$ cat src/rtl/core/irqfr_pkg.sv
`timescale 1ns / 1ps

package irqfr_pkg;

	localparam int DEF_SLOT_COUNT = 64;

	localparam int DATA_W = 32;
	localparam int FUNC_W = 2;
	localparam int STAT_W = 2;

	localparam logic [FUNC_W-1:0] FN_ENQ  = 2'd0;
	localparam logic [FUNC_W-1:0] FN_DEQ  = 2'd1;
	localparam logic [FUNC_W-1:0] FN_PEEK = 2'd2;
	localparam logic [FUNC_W-1:0] FN_FIND = 2'd3;

	localparam logic [STAT_W-1:0] ST_OK       = 2'd0;
	localparam logic [STAT_W-1:0] ST_EMPTY    = 2'd1;
	localparam logic [STAT_W-1:0] ST_NOTFOUND = 2'd2;
	localparam logic [STAT_W-1:0] ST_FULL     = 2'd3;

	typedef struct packed {
		logic flush;
		logic shift;
		logic pop;
		logic push;
	} ctl_t;

endpackage

$ cat src/rtl/core/int_ring_queue_find_remove_top.sv
`timescale 1ns / 1ps

// Queue of signed 32-bit values with enqueue, dequeue, peek and find-and-dequeue, holding
// up to capacity items (at most SLOT_COUNT-1). Items sit in a row of cells, head in the
// first cell; dequeue shifts the row by one. One request is taken at a time. Enqueue,
// dequeue, peek and a find on an empty queue are registered, then carried out in the
// execute state, which loads the result into the output register; the next request is
// taken once the block is back in idle. Find-and-dequeue rotates the occupied cells once
// past the head compare, one cell a cycle, in the scan state and loads its result in the
// finish state. A capacity write empties the queue. Results wait in an output register;
// a stalled result holds the next request at its last step.
module int_ring_queue_find_remove_top #(
	parameter int SLOT_COUNT = irqfr_pkg::DEF_SLOT_COUNT,
	localparam int CNT_W = $clog2(SLOT_COUNT)
) (
	input  logic                                clk,
	input  logic                                arst_n,
	input  logic                                cfg_we,
	input  logic [CNT_W-1:0]                    cfg_wdata,
	input  logic                                in_valid,
	output logic                                in_stall,
	input  logic [irqfr_pkg::FUNC_W-1:0]        func,
	input  logic signed [irqfr_pkg::DATA_W-1:0] value,
	output logic                                out_valid,
	input  logic                                out_stall,
	output logic signed [irqfr_pkg::DATA_W-1:0] data,
	output logic [irqfr_pkg::STAT_W-1:0]        status,
	output logic [CNT_W-1:0]                    count,
	output logic                                empty_res
);
	import irqfr_pkg::*;

	localparam int NCELL = SLOT_COUNT - 1;
	localparam logic [CNT_W-1:0] MAXCAP = CNT_W'(SLOT_COUNT - 1);
	localparam logic [CNT_W-1:0] ONE = CNT_W'(1);

	localparam logic [1:0] S_IDLE = 2'd0;
	localparam logic [1:0] S_EXEC = 2'd1;
	localparam logic [1:0] S_SCAN = 2'd2;
	localparam logic [1:0] S_FIN  = 2'd3;

	logic [1:0]               state_q;
	logic [1:0]               state_d;
	logic [CNT_W-1:0]         cap_q;
	logic [CNT_W-1:0]         cap_eff;
	logic [CNT_W-1:0]         count_q;
	logic [CNT_W-1:0]         step_q;
	logic                     found_q;
	logic signed [DATA_W-1:0] h_q;
	logic [FUNC_W-1:0]        func_q;
	logic signed [DATA_W-1:0] value_q;

	logic                     out_valid_q;
	logic signed [DATA_W-1:0] out_data_q;
	logic [STAT_W-1:0]        out_status_q;
	logic [CNT_W-1:0]         out_count_q;

	ctl_t                     ctl;
	logic                     out_free;
	logic                     out_load;
	logic signed [DATA_W-1:0] res_data;
	logic [STAT_W-1:0]        res_status;
	logic [CNT_W-1:0]         res_count;

	logic                     occ [NCELL+1];
	logic signed [DATA_W-1:0] cell_data [NCELL];
	logic signed [DATA_W-1:0] head;
	logic                     match;
	logic signed [DATA_W-1:0] back;

	assign head  = cell_data[0];
	assign match = (head == value_q);
	assign back  = ((step_q != '0) && match && !found_q) ? h_q : head;

	assign occ[NCELL] = 1'b0;

	genvar gi;
	generate
		for (gi = 0; gi < NCELL; gi++) begin : g_cell
			logic signed [DATA_W-1:0] nxt;
			logic                     prv;
			if (gi == NCELL - 1) begin : g_end
				assign nxt = back;
			end else begin : g_mid
				assign nxt = cell_data[gi+1];
			end
			if (gi == 0) begin : g_first
				assign prv = 1'b1;
			end else begin : g_rest
				assign prv = occ[gi-1];
			end
			irqfr_cell u_cell (
				.clk       (clk),
				.arst_n    (arst_n),
				.ctl       (ctl),
				.prev_occ  (prv),
				.next_occ  (occ[gi+1]),
				.next_data (nxt),
				.back_data (back),
				.push_data (value_q),
				.occ       (occ[gi]),
				.data      (cell_data[gi])
			);
		end
	endgenerate

	always_comb begin
		if (cap_q == '0) begin
			cap_eff = ONE;
		end else if (cap_q > MAXCAP) begin
			cap_eff = MAXCAP;
		end else begin
			cap_eff = cap_q;
		end
	end

	assign out_free = !out_valid_q || !out_stall;
	assign in_stall = (state_q != S_IDLE);

	always_comb begin
		ctl        = '0;
		ctl.flush  = cfg_we;
		out_load   = 1'b0;
		res_data   = '0;
		res_status = ST_OK;
		res_count  = count_q;
		state_d    = state_q;
		case (state_q)
			S_IDLE: begin
				if (in_valid) begin
					state_d = S_EXEC;
				end
			end
			S_EXEC: begin
				if (out_free) begin
					out_load = 1'b1;
					state_d  = S_IDLE;
					case (func_q)
						FN_ENQ: begin
							if (count_q == cap_eff) begin
								res_status = ST_FULL;
							end else begin
								ctl.push  = 1'b1;
								res_count = count_q + ONE;
							end
						end
						FN_DEQ: begin
							if (count_q == '0) begin
								res_status = ST_EMPTY;
							end else begin
								res_data  = head;
								ctl.shift = 1'b1;
								ctl.pop   = 1'b1;
								res_count = count_q - ONE;
							end
						end
						FN_PEEK: begin
							if (count_q == '0) begin
								res_status = ST_EMPTY;
							end else begin
								res_data = head;
							end
						end
						default: begin
							if (count_q == '0) begin
								res_status = ST_NOTFOUND;
							end else begin
								out_load = 1'b0;
								state_d  = S_SCAN;
							end
						end
					endcase
				end
			end
			S_SCAN: begin
				ctl.shift = 1'b1;
				if (step_q == count_q - ONE) begin
					state_d = S_FIN;
				end
			end
			default: begin
				if (out_free) begin
					out_load = 1'b1;
					state_d  = S_IDLE;
					if (found_q) begin
						res_data  = value_q;
						ctl.shift = 1'b1;
						ctl.pop   = 1'b1;
						res_count = count_q - ONE;
					end else begin
						res_status = ST_NOTFOUND;
					end
				end
			end
		endcase
	end

	always_ff @(posedge clk or negedge arst_n) begin
		if (!arst_n) begin
			state_q     <= S_IDLE;
			cap_q       <= '1;
			count_q     <= '0;
			step_q      <= '0;
			found_q     <= 1'b0;
			out_valid_q <= 1'b0;
		end else begin
			state_q <= state_d;
			if (cfg_we) begin
				cap_q   <= cfg_wdata;
				count_q <= '0;
			end else if (out_load) begin
				count_q <= res_count;
			end
			if (state_q == S_SCAN) begin
				step_q  <= step_q + ONE;
				found_q <= found_q | match;
			end else if (state_q != S_FIN) begin
				step_q  <= '0;
				found_q <= 1'b0;
			end
			if (out_load) begin
				out_valid_q <= 1'b1;
			end else if (!out_stall) begin
				out_valid_q <= 1'b0;
			end
		end
	end

	always_ff @(posedge clk) begin
		if (in_valid && !in_stall) begin
			func_q  <= func;
			value_q <= value;
		end
		if (state_q == S_SCAN && step_q == '0) begin
			h_q <= head;
		end
		if (out_load) begin
			out_data_q   <= res_data;
			out_status_q <= res_status;
			out_count_q  <= res_count;
		end
	end

	assign out_valid = out_valid_q;
	assign data      = out_data_q;
	assign status    = out_status_q;
	assign count     = out_count_q;
	assign empty_res = (out_count_q == '0);

	a_occ_count: assert property (@(posedge clk) disable iff (!arst_n)
		occ[0] == (count_q != '0))
		else $error("head cell occupancy disagrees with count");

	a_scan_nonempty: assert property (@(posedge clk) disable iff (!arst_n)
		(state_q == S_SCAN) |-> (count_q != '0) && (step_q < count_q))
		else $error("scan running past the occupied cells");

	a_full_count: assert property (@(posedge clk) disable iff (!arst_n)
		(out_load && res_status == ST_FULL) |-> (count_q == cap_eff))
		else $error("full status below capacity");

	a_count_cap: assert property (@(posedge clk) disable iff (!arst_n)
		$past(cfg_we) |-> (count_q == '0) && !occ[0])
		else $error("capacity write did not flush");

endmodule

$ cat src/rtl/core/irqfr_cell.sv
`timescale 1ns / 1ps

module irqfr_cell (
	input  logic                                clk,
	input  logic                                arst_n,
	input  irqfr_pkg::ctl_t                     ctl,
	input  logic                                prev_occ,
	input  logic                                next_occ,
	input  logic signed [irqfr_pkg::DATA_W-1:0] next_data,
	input  logic signed [irqfr_pkg::DATA_W-1:0] back_data,
	input  logic signed [irqfr_pkg::DATA_W-1:0] push_data,
	output logic                                occ,
	output logic signed [irqfr_pkg::DATA_W-1:0] data
);
	import irqfr_pkg::*;

	logic                     occ_q;
	logic signed [DATA_W-1:0] data_q;
	logic                     is_last;
	logic                     first_free;

	assign is_last    = occ_q & ~next_occ;
	assign first_free = ~occ_q & prev_occ;

	always_ff @(posedge clk or negedge arst_n) begin
		if (!arst_n) begin
			occ_q <= 1'b0;
		end else if (ctl.flush) begin
			occ_q <= 1'b0;
		end else if (ctl.pop) begin
			occ_q <= next_occ;
		end else if (ctl.push && first_free) begin
			occ_q <= 1'b1;
		end
	end

	always_ff @(posedge clk) begin
		if (ctl.shift) begin
			data_q <= is_last ? back_data : next_data;
		end else if (ctl.push && first_free) begin
			data_q <= push_data;
		end
	end

	assign occ  = occ_q;
	assign data = data_q;

endmodule
$ cat config.mk
export PLATFORM = sky130hd
export DESIGN_NAME = int_ring_queue_find_remove_top
export DESIGN_NICKNAME = d
export VERILOG_FILES = /design/src/rtl/core/irqfr_pkg.sv /design/src/rtl/core/int_ring_queue_find_remove_top.sv /design/src/rtl/core/irqfr_cell.sv
export SDC_FILE = /design/constraint.sdc
export NUM_CORES = 2
export LEC_CHECK = 0
export ABC_AREA = 1
export BUFFER_PORTS_ARGS = -buffer_cell sky130_fd_sc_hd__clkbuf_2
export CAP_MARGIN = 25
export CELL_PAD_IN_SITES_DETAIL_PLACEMENT = 1
export CELL_PAD_IN_SITES_GLOBAL_PLACEMENT = 2
export CORE_ASPECT_RATIO = 2
export CORE_UTILIZATION = 33
export DETAILED_ROUTE_END_ITERATION = 10
export GPL_ROUTABILITY_DRIVEN = 0
export GPL_TIMING_DRIVEN = 0
export HOLD_SLACK_MARGIN = 0.08
export PLACE_DENSITY_LB_ADDON = 0.25
export SYNTH_ARGS = -nofsm -noshare
export SYNTH_HDL_FRONTEND = slang
export SYNTH_SLANG_ARGS = --single-unit
$ cat constraint.sdc
create_clock -name clk -period 6.4 [get_ports clk]
set_input_delay 0.32 -clock clk [delete_from_list [all_inputs] [get_ports clk]]
set_output_delay 0.32 -clock clk [all_outputs]
set_load 0.01 [all_outputs]
# Word-level counts from Yosys, hierarchy flattened
# Index checks and enable logic that the tools add are counted.
# word_totals
wordCells	924
out_inout_bits	43
inputBits	45
reg_bits	2207
# classes
n_reduce_logical	213
n_eq_ne	12
mux	431
add_sub_neg	3
bitwise	126
order_cmp	1
# op_table
operator	n
two-way mux 32 bit	194
two-way mux 1 bit	201
nonzero test 3 bit	64
nonzero test 2 bit	66
logical AND 1 bit	67
two-way mux 6 bit	11
case mux 32 bit (2 select lines)	1
inverter 1 bit	63
AND 1 bit	62
equality test 32 bit	1
two-way mux 2 bit	15
zero test 6 bit	4
case mux 6 bit (2 select lines)	2
adder 6 x 1 -> 6 bit (second input constant)	2
equality test 6 bit	2
inequality test 2 bit (second input constant)	4
case mux 2 bit (2 select lines)	2
greater-than comparator 6 bit (second input constant)	1
case mux 2 bit (3 select lines)	1
nonzero test 6 bit	1
subtractor 6 x 1 -> 6 bit (second input constant)	1
equality test 2 x 1 -> 1 bit (second input constant)	2
equality test 2 bit (second input constant)	2
zero test 1 bit	4
10 further kinds	13

# Longest topological paths before layout
# logic_depth
word_depth	12
depth_mapped	17
mapped_depth_nobuf	15

# Modules after synthesis
# A second synthesis with hierarchy kept.
# unflattened
hier_cells	18563
area_unflattened_um2	136833.7
# modules_own_cells
module	instances	area_per_inst_um2	cells_each	seq_area_each_um2
irqfr_cell	63	2068.2	284	985.9
int_ring_queue_find_remove_top	1	6535.0	671	3741.1

# Worst setup path after synthesis
# No wires, ideal clock.
# synth_timing
path_type	flip-flop to flip-flop
startpoint	register out_valid_q, in the netlist out_valid
endpoint	register count_q[0]
stages_incl_launch_ff	7
synth_period_minus_slack_ps	4453
arrival_ps	4332
n_path_buf	0
t_required_ps	6279
setup_slack_ps	1947
setup_time_ps	121
cell_sequence	dfrtp_1 -> nand2_1 -> inv_1 -> o21ai_0 -> nor2_1 -> nand2_1 -> nand2_1
# synth_between
elab_cells_between_ends	11
# synth_rtl
element	line	rtl
start: declaration	int_ring_queue_find_remove_top.sv:53	logic out_valid_q;
start signal: assignment	int_ring_queue_find_remove_top.sv:205	out_valid_q <= 1'b0;
start signal: assignment	int_ring_queue_find_remove_top.sv:222	out_valid_q <= 1'b1;
start signal: assignment	int_ring_queue_find_remove_top.sv:224	out_valid_q <= 1'b0;
zero test 1 bit *	int_ring_queue_find_remove_top.sv:117	assign out_free = !out_valid_q || !out_stall;
logical OR 1 bit *	int_ring_queue_find_remove_top.sv:117	
two-way mux 1 bit (on tied branches)	int_ring_queue_find_remove_top.sv:182, int_ring_queue_find_remove_top.sv:135	
case mux 1 bit (2 select lines) *	int_ring_queue_find_remove_top.sv:128	case (state_q)
net out_load	int_ring_queue_find_remove_top.sv:60	logic out_load;
nonzero test 2 bit (no source line) *	n/a	
end signal: assignment	int_ring_queue_find_remove_top.sv:212	count_q <= res_count;
end: declaration	int_ring_queue_find_remove_top.sv:46	logic [CNT_W-1:0] count_q;
# Mark *: on every way through the listed nets, which the timed path passes. The rest lies on a longest branch. The select of a mux whose other input is x is not followed.
# A chain may end at the register's enable or synchronous reset.

# Final worst setup path
# layout_timing
startpoint	register count_q[0]
endpoint	register g_cell[12].u_cell.data_q[13] (data pin)
# layout_between
elab_chain_len	6
# layout_lines
element	line	rtl
zero test 6 bit	int_ring_queue_find_remove_top.sv:148	if (count_q == '0) begin
two-way mux 2 bit	int_ring_queue_find_remove_top.sv:148	
two-way mux 2 bit	int_ring_queue_find_remove_top.sv:138	case (func_q)
two-way mux 3 bit	int_ring_queue_find_remove_top.sv:135	if (out_free) begin
case mux 1 bit (3 select lines)	int_ring_queue_find_remove_top.sv:128	
two-way mux 32 bit	irqfr_cell.sv:38	if (ctl.shift) begin
end signal: assignment	irqfr_cell.sv:39	data_q <= is_last ? back_data : next_data;
end signal: assignment	irqfr_cell.sv:41	data_q <= push_data;
end: declaration	irqfr_cell.sv:18	logic signed [DATA_W-1:0] data_q;
# Every way passes these cells.

==> summary.txt <==
Mean area per synthesized cell: 8.182 µm²
Final Hold Fails: 0
Post-synthesis instance area: 117900 µm²
Synth async-reset ratio: 3.851%
Number of instances in the placed design: 19270
Synthesized net count: 14460
Fill cell total of the finished layout: 42600
Post-CTS setup buffer count: 0
P_leak: 55.13 nW
Floorplan die width: 424.7 µm
H-tree depth reported by CTS: 4
Sum of routed wire length over all layers: 610000 µm
Die Y-Extent: 847.3 µm
Synth Flop Type: sky130_fd_sc_hd__edfxtp_1
Number of placement rows: 310
CP Launch Type: flop
Largest net degree at the start of global routing: 75
Number of violations of the max-capacitance limit: 0
Top achievable clock speed: 0.1676 GHz
Final setup violation count: 0
Die Footprint: 359800 µm²
CTS tree: yes
Number of standard cells in the final layout excluding fillers: 19800
Area of all placed cells without fillers: 134000 µm²
Total vias in the final route: 107800
Largest clock skew in the final design: 63.20 ps
Clock buffers created by TritonCTS: 225
Share of cells above drive strength 1: 8.520%
Area of the core: 355700 µm²
Worst Tran Pin Value: 1208 ps
Clock Latency Late Sink: 960 ps
HPWL after detailed placement: 458500 µm
Critical-path maximum fanout: 10
Number of input and output port buffers inserted: 87
Clock Pin Slew Worst Setup and Hold Paths: 60 ps
Type of the setup path with the least slack: flop to flop
Run status: finished clean
Total global-route track usage: 33.34%
Gate count of the mapped netlist: 14410
Final hold slack: 111.7 ps
Distinct cells, synth: 43
Starting DRT DRC Count: 9958
Remaining global-route overflow: 0
Clock net sink count: 2207
VDD IR-drop max: 0.2605 mV
Number of warnings reported in the yosys synthesis log: 0
Required time reported for the critical path endpoint: 7020 ps
Post-synthesis sequential element count: 2207
Post-CTS resize count: 0
Ports: 88
Nature of the critical path endpoint: flop
Number of flops mapped to enable cells by yosys: 2122
Starting density of the core: 33.15%
Maximum root-to-sink buffer count: 4
Tcrit/Tclk final: 93.23%
Worst min path class: input pin to asynchronous set/reset pin
Shortest clock period the worst path allows after layout: 5967 ps
1st-pass router iterations: 6
Wire per inst: 30.81 µm
DRC violations left: 0
P per Cell Area: 608.0 nW/µm²
Unrepaired setup endpoints after global routing: false
Number of nets still failing antenna checks after routing: 0
Headroom to the max-slew limit: 19.44%
Synth-to-Final Area Change: 13.69%
Arrival time of data at the critical path endpoint: 6590 ps
Vias per cell: 5.444
Sequential fraction of the synthesis area: 55.86%
Initial antenna violation count: 65
Final net count: 14930
Via count of the first global-routing pass: 109900
Total design power: 81.49 mW
Slew Limit Fails: 0
Post-Place Cell Area: 126200 µm²
First-pass GRT wire length: 839700 µm
CTS Root Buffer Type: sky130_fd_sc_hd__clkbuf_16
[kinds of logic after synthesis]
| kind of cell | after synthesis | share of synthesized area [%] |
|---|---|---|
| AO/OA/AOI/OAI | 202 | 0.9827 |
| XOR/XNOR | 17 | 0.1263 |
| adder cells (fa/ha/maj) | 7 | 0.07428 |
| buffers and inverters | 1455 | 6.324 |
| flip-flops | 2207 | 55.86 |
| AND/OR/NAND/NOR | 10520 | 36.64 |
[per-stage QoR]
step	setup TNS (ps)	util, %	setup WS, ps
finish	0	37.68	433.2
global route	0	37.65	569.3
CTS	0	37.60	788.1
detailed placement	0	35.48	763.9
global placement	-46340	34.92	-2108
floorplan	0	-	1947
[cells in the final DEF (no fill, tap or decap), drive strengths merged, types with 79 or more instances in the layout]
cell type  netlist  layout
clkbuf         464     851
edfxtp        2122    2122
nand3         2012    2012
inv            164     167
dfrtp           79      79
nor2          4053    4053
buf            827     930
o21ai           88      88
nand2         4393    4393
[power by group]
part           total [mW]  leakage (nW)  switching, mW  internal, mW
registers            30.3          21.7           2.69          27.6
logic                37.5          30.0           27.6          9.85
clock network        13.8          3.44           6.40          7.37
total                81.5          55.1           36.7          44.8
[cell usage after synthesis, drive strengths merged, types with 7 or more instances]
cell    count  share of area, %
a21oi      13             0.065
a31oi      61              0.32
buf       827               4.3
clkbuf    464               1.5
dfrtp      79               1.7
edfxtp   2122                54
ha          7             0.074
inv       164              0.52
nand2    4393                14
nand3    2012               8.6
nand4      44              0.60
nor2     4053                13
nor3       14             0.069
o21ai      88              0.37
o22ai      32              0.17
xor2       13             0.097
[final timing paths]
path                            startpoint                         end  slack, ps  cells after the start
worst max-delay path            count_q[0]  g_cell[12].u_cell.data[13]        430                     15
worst min-delay path                arst_n        g_cell[7].u_cell.occ        110                      3
worst max register to register  count_q[0]  g_cell[12].u_cell.data[13]        430                     15
worst min register to register    cap_q[1]                    cap_q[1]        570                      2
max in group asynchronous           arst_n       g_cell[13].u_cell.occ       5210                      3
min in group clk                 value[22]                 value_q[22]        110                      2
[final cells by class]
type                            instances  area, µm²  share of cell area [%]
Sequential cell                      2207      65860                   49.13
Multi-Input combinational cell      10750      44750                   33.39
Buffer                               1291       6838                   5.101
Clock buffer                          300       6177                   4.609
Tap cell                             4680       5856                   4.369
Timing Repair Buffer                  241       2899                   2.163
Clock inverter                         97      857.1                  0.6394
Inverter                              164      618.1                  0.4611
Antenna cell                           74      185.2                  0.1382
[worst max-delay path, stage by stage (launching register included)]
cell,delay (ps)
sky130_fd_sc_hd__dfrtp_1,350
sky130_fd_sc_hd__clkbuf_1,560
sky130_fd_sc_hd__inv_1,250
sky130_fd_sc_hd__ha_1,320
sky130_fd_sc_hd__nand3_2,120
sky130_fd_sc_hd__nor3_4,80
sky130_fd_sc_hd__inv_2,140
sky130_fd_sc_hd__nand2_1,180
sky130_fd_sc_hd__inv_2,280
sky130_fd_sc_hd__nand2_2,130
sky130_fd_sc_hd__a21oi_4,650
sky130_fd_sc_hd__inv_4,240
sky130_fd_sc_hd__buf_4,310
sky130_fd_sc_hd__nand2_2,830
sky130_fd_sc_hd__buf_1,910
sky130_fd_sc_hd__nand2_1,220
[registers in the layout (all words and copies together), names as in the netlist, 2 cells and up]
| signal | cells |
|---|---|
| value_q | 32 |
| h_q | 32 |
| data | 32 |
| count | 6 |
| g_cell.u_cell.data | 2016 |
| func_q | 2 |
| count_q | 6 |
| step_q | 6 |
| g_cell.u_cell.occ | 63 |
| status | 2 |
| state_q | 2 |
| cap_q | 6 |
[repair_timing]
| action | CTS | global route |
|---|---|---|
| setup endpoints to repair | 0 | 0 |
| hold buffers | 51 | 0 |
| endpoints found under the hold margin | 133 | 0 |
[routing by layer]
layer  share of wire, %  global-route usage [%]  vias to the layer above
li1                   -                       -                    47770
met3                5.4                   4.573                     1901
met4                 11                   31.72                        8
met1                 33                   32.74                    53770
met2                 51                   59.75                     4355
met5              0.010                       0                        -
Power figures use the tool's default switching activity.
